$ cat src/sv/sps_pkg.sv
// ----------------------------------------------------------------------------
// sps_pkg
// Shared types and constants for the five-point sharpen filter.
// ----------------------------------------------------------------------------
`default_nettype none

package sps_pkg;

  localparam int CH_W       = 8;
  localparam int PIX_W      = 3 * CH_W;
  localparam int ROW_W      = 12;
  localparam int MAX_HEIGHT = 4096;
  localparam int MIN_DIM    = 3;

  localparam logic [11:0] WIDTH_RST  = 12'd640;
  localparam logic [12:0] HEIGHT_RST = 13'd480;

  // register indexes on the config port
  localparam logic REG_WIDTH  = 1'b0;
  localparam logic REG_HEIGHT = 1'b1;

  // result queue
  localparam int QDEPTH = 4;
  localparam int QAW    = 2;
  localparam int QCW    = 3;

  // red in the low byte, matching the stream data layout
  typedef struct packed {
    logic [CH_W-1:0] blue;
    logic [CH_W-1:0] green;
    logic [CH_W-1:0] red;
  } pix_t;

  typedef struct packed {
    logic frame_end;
    pix_t pix;
  } res_t;

  // neighborhood around the pixel one row up from the incoming one
  typedef struct packed {
    pix_t up;
    pix_t left;
    pix_t center;
    pix_t right;
  } win_t;

  typedef struct packed {
    logic [1:0] cnt;
    res_t       first;
    res_t       second;
  } push_t;

  typedef struct packed {
    logic [QCW-1:0] count;
    logic           room;
  } q_stat_t;

endpackage

`default_nettype wire

$ cat src/sv/sps_lane.sv
// ----------------------------------------------------------------------------
// sps_lane
// One color channel of the cross kernel: 5*center - four neighbors, clamped.
// ----------------------------------------------------------------------------
`default_nettype none

module sps_lane (
  input  wire logic [sps_pkg::CH_W-1:0] ctr,
  input  wire logic [sps_pkg::CH_W-1:0] up,
  input  wire logic [sps_pkg::CH_W-1:0] left,
  input  wire logic [sps_pkg::CH_W-1:0] right,
  input  wire logic [sps_pkg::CH_W-1:0] down,
  output logic      [sps_pkg::CH_W-1:0] sharp
);

  logic        [10:0] five;
  logic        [9:0]  nsum;
  logic signed [11:0] diff;

  assign five = {1'b0, ctr, 2'b00} + {3'b000, ctr};
  assign nsum = {2'b00, up} + {2'b00, left} + {2'b00, right} + {2'b00, down};
  assign diff = $signed({1'b0, five}) - $signed({2'b00, nsum});

  always_comb begin
    if (diff < 0) begin
      sharp = '0;
    end else if (diff > 12'sd255) begin
      sharp = '1;
    end else begin
      sharp = diff[7:0];
    end
  end

endmodule

`default_nettype wire

$ cat config.mk
export PLATFORM = sky130hd
export DESIGN_NAME = sps_lane
export DESIGN_NICKNAME = d
export VERILOG_FILES = /design/src/sv/sps_pkg.sv /design/src/sv/sps_lane.sv
export SDC_FILE = /design/constraint.sdc
export NUM_CORES = 1
export LEC_CHECK = 0
export ABC_AREA = 1
export ABC_CLOCK_PERIOD_IN_PS = 6900
export BUFFER_PORTS_ARGS = -buffer_cell sky130_fd_sc_hd__buf_2
export CAP_MARGIN = 15
export CORE_ASPECT_RATIO = 1.75
export CORE_UTILIZATION = 35
export DETAILED_ROUTE_END_ITERATION = 12
export GPL_TIMING_DRIVEN = 0
export SLEW_MARGIN = 10
export SYNTH_ARGS = -nofsm -noshare
export SYNTH_HDL_FRONTEND = slang
export SYNTH_SLANG_ARGS = --single-unit
$ cat constraint.sdc
create_clock -name vclk -period 6.9
set_input_delay 1.725 -clock vclk [all_inputs]
set_output_delay 1.725 -clock vclk [all_outputs]
set_load 0.01 [all_outputs]
==> flow_summary.yaml <==
routing:
  vias: 1425
  wire_per_inst_um: 8.98
  drt_iter0_markers: 12
  drt-vias-per-instance: 4.37
  drtAntennaViolNets: 0
  wirelength_um: 2930
  remaining_drc_errors: 0
  first_pass_iters: 4
floorplanning:
  core_area_sq_um: 4400
  fp.dieW_um: 53.1
  pin_count: 48
  die_h_um: 91.5
  fp.dieArea_sq_um: 4860
  rows: 32
  initial_core_util_pct: 36.3
sta:
  worstMarginPinSlew_ns: 0.402
  relSlewSlack_pct: 73.0
  slew_violations: 0
  hold_violations: 0
  fmax_mhz: 151
  post-route-period-util_pct: 95.9
  setup_viol: 0
  period_minus_slack_ns: 6.62
critical_path:
  startpoint_type: "primary input"
  critPathMaxFanout: 8
  required_ns: 5.18
  cp-end-kind: "primary output"
  cp_slowest_cell: "fa_1"
  cp_cell_sequence: "buf_2, inv_1, fa_1, fa_1, inv_1, fa_1, inv_1, ha_1, a21o_2, a21oi_1, nand3b_1, nand2_2, nand3_4, nor2_1, nor2_1, buf_2"
  setup.worst_path.start: "left[5]"
  cpLargestDelayFamily: "adder cells"
  slowest_delay_ns: 0.56
  cp.arrival_ns: 4.89
  critical_path_buf_inv_count: 5
  crit_type: "in2out"
placement:
  place.gp.congestion: 0.832
  hpwl_um: 2730
  port_buffers: 48
final_layout:
  nClkBuffers: 0
  syn_to_final_growth_pct: 22.0
  finish.utilization_pct: 44.3
  multi_input_area_sq_um: 1320
  seq_cells: 0
  fill_cells: 505
  nets: 362
  antenna_cells: 0
  drive_above_1_share_pct: 23.3
  seq_area_sq_um: 0
clock_tree:
  cts_hold_buffers: 0
  post_cts_resized: 0
  post_cts_buffers: 0
yosys:
  synth_top_family_by_area: "adder cells"
  synth_xor_xnor_area_share_pct: 3.83
  synth.mux.area_fraction_pct: 0.625
  synth_fa_ha_area_share_pct: 49.3
  synth_top_area_share_pct: 37.5
  synth_top_area_cell: "fa_1"
  synth_area_sq_um: 1600
  syn_nets: 312
  synthTopCellsByArea: "fa_1, inv_1, ha_1, nand2_1, nor2_1"
  synth_cells: 227
  synth_compound_area_share_pct: 4.53
  synth_simple_gate_area_share_pct: 21.3
  yosysWarnings: 0
  synthDistinctLibCells: 24
  avgSynthCellArea_sq_um: 7.05
  seq_area_frac_synth_pct: 0
grt:
  overflow: 0
  grt_pass1_vias: 1593
  grt_pass1_wl_um: 5680
  grt_usage_pct: 14.6
  grt_max_degree: 9
  grt_antenna_before_repair: 0
pwr:
  power.total_mw: 0.630
  leakagePower_nw: 1.21
  power_density_nw_per_um2: 323
  irDropWorstVdd_uv: 202
min_path:
  hp-class: "in2out"
  worstHoldStart: "ctr[0]"
run:
  max-cap-violations: 0
status:
  status: "finished, final reports clean"
-- per-layer routing --
metal / GRT usage [%] / wire length [um] / up-vias / part of all wire (%)
met5: 0 / 0 / - / 0
met4: 0 / 0 / 0 / 0
met3: 0 / 69 / 0 / 2.4
met2: 32.8 / 1890 / 24 / 64
met1: 13.7 / 973 / 663 / 33
li1: - / - / 738 / -
-- cell families (layout without fill, tap and decap cells) --
logic type | after synthesis | after routing
fa+ha+maj | 45 | 45
mux | 1 | 1
compound gates | 12 | 12
xor+xnor | 7 | 7
buf+inv | 87 | 135
simple gates | 75 | 75
-- worst paths after layout --
kind | to | cells after the start
max | sharp[0] | 16
min | sharp[0] | 5
-- through the flow --
step                 TNS (ns)  instance area [sq um]  hold slack [ns]  worst slack (ns)  std cells
floorplan                   0                   1600             3.75             0.544        227
global placement            0                   1900             4.01             0.186        326
detailed placement          0                   1900             4.02             0.186        326
CTS                         0                   1900             4.01             0.176        326
global route        -0.000306                   1950             4.05         -0.000306        326
finish                      0                   1950             4.00             0.281        326
-- where the power goes --
group,internal (mW),switching [mW]
logic,0.261,0.369
registers,0,0
clock network,0,0
-- area by class of cell --
| cell class | count | area share (%) |
|---|---|---|
| repair buffers | 48 | 12.3 |
| inverters | 87 | 16.7 |
| multi-input cells | 140 | 67.7 |
| well taps | 51 | 3.27 |
-- cells in the final DEF, fill, tap and decap left out, types with 2 or more instances in the layout --
master / synthesis / layout
a21oi_1: 7 / 7
buf_2: 0 / 48
fa_1: 30 / 29
ha_1: 15 / 12
ha_4: 0 / 3
inv_1: 86 / 86
nand2_1: 33 / 33
nand2_2: 4 / 4
nand3_1: 8 / 8
nand4_1: 2 / 2
nor2_1: 20 / 20
nor2_2: 3 / 3
xnor2_1: 4 / 4
xor2_1: 3 / 3
-- cell usage after synthesis (all sizes together) --
cell / n
fa: 30
a21oi: 8
a31oi: 1
nand2: 37
mux2i: 1
a211o: 1
or2: 1
nor3: 1
nor2: 23
o21ai: 1
a21o: 1
nand3: 10
inv: 87
xnor2: 4
ha: 15
nand4: 2
xor2: 3
nand3b: 1
No activity file was read; power rests on OpenSTA's default activity.
