### config.mk
export PLATFORM = sky130hd
export DESIGN_NAME = sps_out_queue
export DESIGN_NICKNAME = d
export VERILOG_FILES = /design/src/sv/sps_pkg.sv /design/src/sv/sps_out_queue.sv
export SDC_FILE = /design/constraint.sdc
export NUM_CORES = 1
export LEC_CHECK = 0
export ABC_AREA = 1
export BUFFER_PORTS_ARGS = -buffer_cell sky130_fd_sc_hd__buf_2
export CORE_MARGIN = 1
export CORE_UTILIZATION = 55
export CTS_BUF_LIST = sky130_fd_sc_hd__clkbuf_4 sky130_fd_sc_hd__clkbuf_8
export DETAILED_ROUTE_END_ITERATION = 8
export PLACE_DENSITY = 0.85
export SLEW_MARGIN = 20
export SYNTH_ARGS = -nofsm -noshare
export SYNTH_HDL_FRONTEND = slang
export SYNTH_SLANG_ARGS = --single-unit
### constraint.sdc
create_clock -name clk -period 4.5 [get_ports clk]
set_input_delay 0.45 -clock clk [delete_from_list [all_inputs] [get_ports clk]]
set_output_delay 0.45 -clock clk [all_outputs]
set_load 0.01 [all_outputs]
### src/sv/sps_pkg.sv
// ----------------------------------------------------------------------------
// sps_pkg
// Shared types and constants for the five-point sharpen filter.
// ----------------------------------------------------------------------------
`default_nettype none

package sps_pkg;

  localparam int CH_W       = 8;
  localparam int PIX_W      = 3 * CH_W;
  localparam int ROW_W      = 12;
  localparam int MAX_HEIGHT = 4096;
  localparam int MIN_DIM    = 3;

  localparam logic [11:0] WIDTH_RST  = 12'd640;
  localparam logic [12:0] HEIGHT_RST = 13'd480;

  // register indexes on the config port
  localparam logic REG_WIDTH  = 1'b0;
  localparam logic REG_HEIGHT = 1'b1;

  // result queue
  localparam int QDEPTH = 4;
  localparam int QAW    = 2;
  localparam int QCW    = 3;

  // red in the low byte, matching the stream data layout
  typedef struct packed {
    logic [CH_W-1:0] blue;
    logic [CH_W-1:0] green;
    logic [CH_W-1:0] red;
  } pix_t;

  typedef struct packed {
    logic frame_end;
    pix_t pix;
  } res_t;

  // neighborhood around the pixel one row up from the incoming one
  typedef struct packed {
    pix_t up;
    pix_t left;
    pix_t center;
    pix_t right;
  } win_t;

  typedef struct packed {
    logic [1:0] cnt;
    res_t       first;
    res_t       second;
  } push_t;

  typedef struct packed {
    logic [QCW-1:0] count;
    logic           room;
  } q_stat_t;

endpackage

`default_nettype wire

### src/sv/sps_out_queue.sv
// ----------------------------------------------------------------------------
// sps_out_queue
// Small result queue, up to two writes per cycle, one read.
// ----------------------------------------------------------------------------
`default_nettype none

module sps_out_queue (
  input  wire logic           clk,
  input  wire logic           rst,
  input  wire sps_pkg::push_t push,
  input  wire logic           pop,
  output sps_pkg::res_t       head,
  output sps_pkg::q_stat_t    stat
);

  sps_pkg::res_t slot [sps_pkg::QDEPTH];

  logic [sps_pkg::QAW-1:0] wr_ptr;
  logic [sps_pkg::QAW-1:0] rd_ptr;
  logic [sps_pkg::QCW-1:0] count;
  logic [sps_pkg::QCW-1:0] count_next;
  logic [sps_pkg::QAW-1:0] wr_ptr_inc;

  assign wr_ptr_inc = wr_ptr + sps_pkg::QAW'(1);
  assign count_next = count + sps_pkg::QCW'(push.cnt) - sps_pkg::QCW'(pop);

  always_ff @(posedge clk) begin
    if (push.cnt != 2'd0) begin
      slot[wr_ptr] <= push.first;
    end
    if (push.cnt == 2'd2) begin
      slot[wr_ptr_inc] <= push.second;
    end
  end

  always_ff @(posedge clk) begin
    if (rst) begin
      wr_ptr <= '0;
      rd_ptr <= '0;
      count  <= '0;
    end else begin
      wr_ptr <= wr_ptr + sps_pkg::QAW'(push.cnt);
      if (pop) begin
        rd_ptr <= rd_ptr + sps_pkg::QAW'(1);
      end
      count <= count_next;
    end
  end

  assign head       = slot[rd_ptr];
  assign stat.count = count;
  assign stat.room  = (count <= sps_pkg::QCW'(sps_pkg::QDEPTH - 2));

endmodule

`default_nettype wire

==> impl_metrics.csv, run 1 <==
group,metric,value,unit
critical_path,crit_path_start_kind,"flip-flop",
timing,finClkSkew,0.0185,ns
timing,period_needed,2.85,ns
critical_path,end_kind,"output port",
global_route,grt_pass1_wl,19800,um
timing,fmax,351,MHz
logic_synthesis,ys_warn_count,0,
layout,diodes,0,
layout,utilization,62.5,%
critical_path,required,4.05,ns
logic_synthesis,postSynthCellCount,603,
clock_network,clk_latency,0.38,ns
die,die_h,105,um
clock_network,cts.repair.resized,0,
placed_design,place_hpwl,7700,um
global_route,antenna_found_initial,1,
layout,nFillCells,814,
die,coreArea,10300,um^2
routing,drt_wl_total,12000,um
layout,layout_common_cells,"nand2_1, edfxtp_1, inv_1, buf_2, o21ai_2",
timing,finalCritPeriodShare,63.3,%
global_route,grt_pass1_vias,4140,
global_route,grt_start_max_net_pins,65,
clock_network,cts_tree,"done",
timing,setup_tns,0,ns
global_route,grt_usage,23.0,%
routing,ant_nets,0,
clock_network,cts_buffers,9,
flow_run,maxCapViolCount,0,
logic_synthesis,yosysSeqAreaShare,54.5,%
logic_synthesis,synth_seq_cells,109,
layout,drive_gt1_share,28.7,%
global_route,gr-total-overflow,0,
power,p_per_area,359,nW/um^2
power,irDropWorstVdd,238,uV
routing,drt_iter0_markers,272,
min_path,hp-class,"input port to flip-flop",
die,dieArea,11000,um^2
placed_design,gp_congestion,0.746,
layout,layout.nets,725,
routing,first_pass_iters,5,
placed_design,numPlacedInstances,790,
clock_network,cts_hold_buf,0,
clock_network,cts_setup_buffers,0,
critical_path,cp_max_fo,64,
routing,vias,4317,
timing,slew_headroom,31.4,%
outcome,status,"finished, final reports clean",
routing,drc,0,
timing,hold_viol,0,
die,start_util,56.6,%
logic_synthesis,synth.avg_cell_area,9.69,um^2
critical_path,path_cells,"buf_4 > a21oi_1 > o21ai_0 > nand2_1 > buf_2",
timing,finalMaxSlewViolations,0,
clock_network,clk_pin_slew,0.10,ns
layout,layout.cells.non_filler,806,
critical_path,critPathMaxStageDelay,1.02,ns
layout,final_common_cell,"nand2_1",
placed_design,port_buffers,83,
power,power.leakage,2.87,nW
logic_synthesis,synth_area,5840,um^2
routing,wl_per_cell,14.9,um
clock_network,ctsRootBufferMaster,"clkbuf_8",
die,die_w,105,um
critical_path,slowest_stage,"dfxtp_2",
clock_network,clk_path_buf_depth,2,
die,num_rows,37,
critical_path,crit_buf_inv,2,
die,num_io_pins,84,
critical_path,crit_type,"flip-flop to output port",
logic_synthesis,yosysUniqueCellTypes,23,
clock_network,cts.sinks,109,
clock_network,cts-htree-levels,3,
timing,finalSetupViolCount,0,
timing,tightest_slew,1.03,ns
layout,syn2layout_area_growth,10.4,%
routing,viasPerCell,5.36,
critical_path,crit_family,"flip-flops",
timing,grt_setup_unrepaired,"false",
critical_path,worstPathArrival,2.40,ns
logic_synthesis,syn_nets,663,
[Yosys cell counts]
| cell | instances | area [um^2] |
|---|---|---|
| nand3_1 | 2 | 10.0 |
| inv_1 | 88 | 330 |
| inv_2 | 2 | 7.51 |
| edfxtp_1 | 100 | 3000 |
| nor2_8 | 1 | 20.0 |
| nand2_4 | 3 | 33.8 |
| nand3b_1 | 1 | 7.51 |
| nand2_1 | 151 | 567 |
| dfxtp_1 | 9 | 180 |
| clkbuf_1 | 9 | 33.8 |
| o21ai_2 | 65 | 569 |
| o31ai_1 | 3 | 22.5 |
| ha_1 | 4 | 50.1 |
| a21oi_1 | 31 | 155 |
| nor2_2 | 2 | 12.5 |
| buf_6 | 16 | 180 |
| o21ai_0 | 29 | 145 |
| nor2_1 | 6 | 22.5 |
| fa_1 | 1 | 20.0 |
| o211ai_1 | 25 | 188 |
| buf_2 | 12 | 60.1 |
| nand2_2 | 9 | 56.3 |
| o21ai_1 | 34 | 170 |
[routing by layer]
layer	up-vias	routed length, um	GRT usage, %
met5	-	0	0
met4	0	153	6.44
met3	12	689	4.68
met2	119	6080	39.3
met1	2030	5120	29.8
li1	2156	-	-
[path summary, 6_finish.rpt]
kind,cells past startpoint,to,start,slack (ns)
min,2,count[2],rst,0.30
max reg2reg,4,slot[3][9],wr_ptr[1],2.34
max,5,head[14],flip-flop,1.65
min reg2reg,2,flip-flop,rd_ptr[1],0.48
[sequential cells by signal (all words and copies together) (netlist names), named ones only]
register	flops
slot	100
count	3
rd_ptr	2
wr_ptr	2
[logic make-up after synthesis]
group,count (synthesis),synth area share (%)
AOI/OAI and AO/OA,187,21.4
adders and majority gates,5,1.20
buffers and inverters,127,10.5
DFF,109,54.5
and+or+nand+nor,175,12.5
[stage by stage]
stage,cell area [um^2],hold slack [ns],worst slack [ns],power (mW)
2_1_floorplan,5840,0.436,1.60,1.57
3_3_place_gp,6250,0.441,2.14,1.70
3_5_place_dp,6250,0.461,2.05,1.73
4_1_cts,6450,0.293,1.64,2.33
5_1_grt,6450,0.287,1.45,2.43
6_report,6450,0.297,1.65,2.32
[worst register-to-register path, delay by kind of cell (launching register included)]
family	cells	cell delay (ns)
compound gates	1	0.56
buf+inv	1	0.13
simple gates	2	0.55
flops	1	0.55
[power by group]
group	internal [mW]	total, mW	switching, mW	leakage [nW]
sequential	1.22	1.27	0.0519	1.01
clock	0.267	0.620	0.353	0.106
combinational	0.156	0.428	0.272	1.74
[cell type report]
type                            instances  area (um^2)  share of cell area [%]
Tap cell                              136          170                    2.64
Sequential cell                       109         3190                    49.4
Multi-Input combinational cell        367         2100                    32.6
Timing Repair Buffer                   88          453                    7.02
Clock inverter                          7         81.3                    1.26
Inverter                               90          338                    5.23
Clock buffer                            9          124                    1.92
Power figures use the tool's default switching activity.
==> inputs of run 2 (changes only) <==
- clock period: 4.5 -> 2.7 ns (I/O delays scaled with it)
==> impl_metrics.csv, run 2 (same netlist as run 1, synthesis figures left out) <==
group,metric,value,unit
outcome,status,"finished, final reports clean",
critical_path,ff2ff_setup_slack,0.53,ns
min_path,min_path_cells,2,
clock_network,cts.repair.resized,0,
die,num_io_pins,84,
die,num_rows,37,
clock_network,cts_hold_buf,0,
timing,slew_headroom,32.4,%
timing,grt_setup_unrepaired,"false",
timing,fmax,462,MHz
critical_path,slowest_stage,"o31ai_4",
global_route,grt_usage,23.0,%
critical_path,end_kind,"flip-flop",
routing,drt_wl_total,12000,um
critical_path,critPathMaxStageDelay,0.87,ns
min_path,hp-class,"input port to flip-flop",
min_path,hold_end,"wr_ptr[0]",
critical_path,crit_type,"flip-flop to flip-flop",
timing,finalSetupViolCount,0,
flow_run,maxCapViolCount,0,
placed_design,placed_area,6310,um^2
die,die_w,105,um
timing,tightest_slew,1.01,ns
global_route,grt_pass1_vias,4254,
power,irDropWorstVdd,343,uV
power,power.leakage,2.91,nW
global_route,grt_pass1_wl,19900,um
placed_design,numPlacedInstances,796,
routing,vias,4420,
timing,period_needed,2.17,ns
die,start_util,56.6,%
clock_network,clk_pin_slew,0.10,ns
layout,layout.nets,731,
routing,drc,0,
layout,design_area,6540,um^2
layout,layout_common_cells,"nand2_1, edfxtp_1, inv_1, buf_2, o21ai_2",
power,p_per_area,614,nW/um^2
routing,drt_iter0_markers,313,
timing,finClkSkew,0.0108,ns
layout,reg_top3,"slot x100, count x3",
die,dieArea,11000,um^2
layout,final_common_cell,"nand2_1",
layout,syn2layout_area_growth,11.9,%
layout,largest_reg_flops,100,
placed_design,gp_congestion,0.750,
critical_path,cp_max_fo,17,
routing,first_pass_iters,5,
clock_network,ctsRootBufferMaster,"clkbuf_8",
global_route,grt_start_max_net_pins,101,
layout,nFillCells,810,
layout,regMostFlops,"slot",
placed_design,place_hpwl,7960,um
clock_network,cts-htree-levels,3,
global_route,gr-total-overflow,0,
timing,setup_tns,0,ns
critical_path,crit_path_start_kind,"flip-flop",
critical_path,timing.rr.start,"wr_ptr[1]",
timing,hold_viol,0,
clock_network,clk_latency,0.37,ns
global_route,antenna_found_initial,0,
clock_network,clk_path_buf_depth,2,
min_path,hold_path.startpoint,"rst",
layout,drive_gt1_share,29.1,%
routing,viasPerCell,5.44,
critical_path,path_cells,"inv_2 > o31ai_4 > buf_4",
layout,layout.cells.non_filler,812,
clock_network,cts_buffers,9,
clock_network,cts.sinks,109,
critical_path,worstPathArrival,2.25,ns
routing,ant_nets,0,
timing,finalMaxSlewViolations,0,
critical_path,required,2.78,ns
power,p_total,4.02,mW
layout,diodes,0,
routing,wl_per_cell,14.8,um
critical_path,rr_endpoint,"slot[2][18]",
die,die_h,105,um
critical_path,reg2reg_depth,3,
clock_network,cts_tree,"done",
timing,finalCritPeriodShare,80.2,%
die,coreArea,10300,um^2
clock_network,cts_setup_buffers,0,
placed_design,port_buffers,83,
==> run 2: layout make-up <==
class / instances / area [um^2] / area share [%]
Sequential cell: 109 / 3190 / 48.7
Timing Repair Buffer: 94 / 510 / 7.80
Multi-Input combinational cell: 367 / 2100 / 32.1
Tap cell: 136 / 170 / 2.60
Clock inverter: 7 / 113 / 1.72
Inverter: 90 / 338 / 5.16
Clock buffer: 9 / 124 / 1.89
==> run 2: worst max-delay path: cells and delay by family, from the launching register on <==
kind / cells / cell delay (ns)
compound gates: 1 / 0.87
flops: 1 / 0.53
buf+inv: 2 / 0.47
==> run 2: how the worst max path moves through the flow <==
stage,startpoint,end,depth (start not counted)
detailed placement,wr_ptr[1],slot[2][23],3
global route,wr_ptr[1],slot[2][16],3
global placement,push[50],slot[2][20],4
finish,wr_ptr[1],slot[2][18],3
floorplan,wr_ptr[1],slot[0][0],1
CTS,wr_ptr[1],slot[2][16],3
==> run 2: per-stage QoR <==
stage / hold slack, ns / setup WS (ns) / util, %
global placement: 0.444 / 0.588 / 61.1
CTS: 0.0933 / 0.512 / 63.4
detailed placement: 0.449 / 0.524 / 61.1
floorplan: 0.337 / -0.0779 / -
global route: 0.0933 / 0.370 / 63.4
finish: 0.105 / 0.535 / 63.4
==> run 2: where the power goes <==
part | switching (mW) | leakage (nW) | internal, mW
clock | 0.557 | 0.121 | 0.614
combinational | 0.490 | 1.78 | 0.268
sequential | 0.0583 | 1.01 | 2.03
==> run 2: routing by layer <==
metal | GRT usage (%) | share of wire [%] | vias up
met5 | 0 | 0 | -
met4 | 8.95 | 2.1 | 0
met3 | 4.43 | 6.7 | 20
met2 | 38.5 | 51 | 160
met1 | 29.5 | 40 | 2072
li1 | - | - | 2168
==> inputs of run 3 (changes only) <==
- clock period: 2.7 -> 2.1 ns (I/O delays scaled with it)
==> impl_metrics.csv, run 3 (same netlist as run 1, synthesis figures left out) <==
group,metric,value,unit
global_route,grt_pass1_wl,20000,um
clock_network,clk_latency,0.38,ns
die,num_io_pins,84,
routing,viasPerCell,5.28,
critical_path,path_cells,"inv_1 > o31ai_4 > buf_4",
timing,finalMaxSlewViolations,0,
critical_path,crit_path_start_kind,"flip-flop",
clock_network,ctsRootBufferMaster,"clkbuf_8",
layout,layout.cells.non_filler,816,
global_route,gr-total-overflow,0,
routing,routed-wl-met2,6360,um
routing,drt-met1-wl,4820,um
timing,grt_setup_unrepaired,"false",
timing,slew_headroom,30.1,%
layout,drive_gt1_share,29.7,%
layout,syn2layout_area_growth,13.7,%
layout,diodes,0,
critical_path,reg2reg_depth,3,
routing,drc,0,
timing,finalSetupViolCount,0,
routing,vias,4308,
critical_path,cp_max_fo,13,
clock_network,cts-htree-levels,3,
critical_path,crit_start,"wr_ptr[0]",
routing,drt_wl_total,12100,um
clock_network,clk_path_buf_depth,2,
clock_network,cts_hold_buf,0,
global_route,grt_pass1_vias,4379,
critical_path,crit_end,"slot[1][8]",
routing,wl_met3,655,um
layout,reg_top3,"slot x100, count x3",
power,irDropWorstVdd,446,uV
placed_design,gp_congestion,0.758,
placed_design,port_buffers,83,
clock_network,clk_pin_slew,0.10,ns
die,die_h,105,um
critical_path,required,2.20,ns
layout,layout_common_cells,"nand2_1, edfxtp_1, inv_1, buf_2, o21ai_2",
min_path,hp-class,"input port to flip-flop",
power,p_per_area,788,nW/um^2
critical_path,ff2ff_setup_slack,0.13,ns
timing,hold_viol,0,
die,start_util,56.6,%
outcome,status,"finished, final reports clean",
critical_path,end_kind,"flip-flop",
global_route,antenna_found_initial,0,
global_route,grt_usage,23.4,%
timing,fmax,508,MHz
clock_network,cts_setup_buffers,0,
critical_path,crit_family,"compound AO/OA/AOI/OAI gates",
routing,wl_per_cell,14.8,um
routing,first_pass_iters,5,
layout,final_common_cell,"nand2_1",
die,dieArea,11000,um^2
critical_path,critPathMaxStageDelay,0.68,ns
critical_path,crit_type,"flip-flop to flip-flop",
timing,period_needed,1.97,ns
power,p_total,5.24,mW
placed_design,place_hpwl,8340,um
timing,finClkSkew,0.00690,ns
power,power.leakage,2.94,nW
layout,layout.nets,735,
die,num_rows,37,
placed_design,numPlacedInstances,800,
routing,top_layer_used,"met4",
critical_path,worstPathArrival,2.07,ns
flow_run,maxCapViolCount,0,
clock_network,cts.repair.resized,0,
clock_network,cts_buffers,9,
timing,tightest_slew,1.05,ns
layout,regMostFlops,"slot",
critical_path,rr_endpoint,"slot[1][8]",
die,coreArea,10300,um^2
critical_path,crit_cells,3,
critical_path,slowest_stage,"o31ai_4",
timing,setup_tns,0,ns
clock_network,cts.sinks,109,
clock_network,cts_tree,"done",
critical_path,crit_buf_inv,2,
routing,drt_iter0_markers,238,
die,die_w,105,um
critical_path,timing.rr.start,"wr_ptr[0]",
routing,ant_nets,0,
global_route,grt_start_max_net_pins,51,
layout,largest_reg_flops,100,
timing,finalCritPeriodShare,93.8,%
==> run 3: cell count changes in the layout (fill, tap and decap cells not counted), sizes merged <==
cell | previous run | this run
clkinvlp | 0 | 3
clkinv | 3 | 0
buf | 94 | 98
==> run 3: routing by layer <==
layer / vias to the layer above / global-route usage, %
li1: 2174 / -
met1: 1984 / 27.1
met2: 130 / 41.9
met3: 20 / 4.74
met4: 0 / 10.2
met5: - / 0
==> run 3: power by group <==
| group | leakage (nW) | switching (mW) | total, mW | internal, mW |
|---|---|---|---|---|
| logic | 1.82 | 0.630 | 1.01 | 0.375 |
| registers | 1.01 | 0.0807 | 2.69 | 2.61 |
| clock network | 0.112 | 0.743 | 1.54 | 0.795 |
| total | 2.94 | 1.45 | 5.24 | 3.78 |
==> run 3: final cells by class <==
| cell class | count | area [um^2] |
|---|---|---|
| Inverter | 90 | 338 |
| Multi-Input combinational cell | 367 | 2100 |
| Tap cell | 136 | 170 |
| Timing Repair Buffer | 98 | 603 |
| Sequential cell | 109 | 3190 |
| Fill cell | 820 | 3680 |
| Clock inverter | 7 | 121 |
| Clock buffer | 9 | 124 |
==> run 3: metrics by stage <==
step / instance area [um^2] / hold WS [ns] / worst slack, ns / util (%)
floorplan: 5860 / 0.277 / -0.0685 / -
finish: 6640 / 0.0460 / 0.130 / 64.4
global placement: 6400 / 0.433 / 0.109 / 62.0
detailed placement: 6400 / 0.448 / 0.0465 / 62.0
global route: 6640 / 0.0348 / 0.0255 / 64.4
CTS: 6640 / 0.0226 / 0.132 / 64.4
==> run 3: worst reg2reg max path, delay by kind of cell (launching register included) <==
| kind | cells | cell delay [ns] |
|---|---|---|
| DFF | 1 | 0.55 |
| buffers and inverters | 2 | 0.46 |
| AOI/OAI and AO/OA | 1 | 0.68 |
==> run 3: worst min-delay path by stage <==
stage / start / slack, ns / cells after the start / to
floorplan: rst / 0.28 / 1 / count[1]
global placement: rst / 0.43 / 2 / count[1]
detailed placement: rst / 0.45 / 2 / count[2]
CTS: rst / 0.02 / 2 / count[2]
global route: rst / 0.03 / 2 / count[2]
finish: rst / 0.05 / 2 / wr_ptr[0]
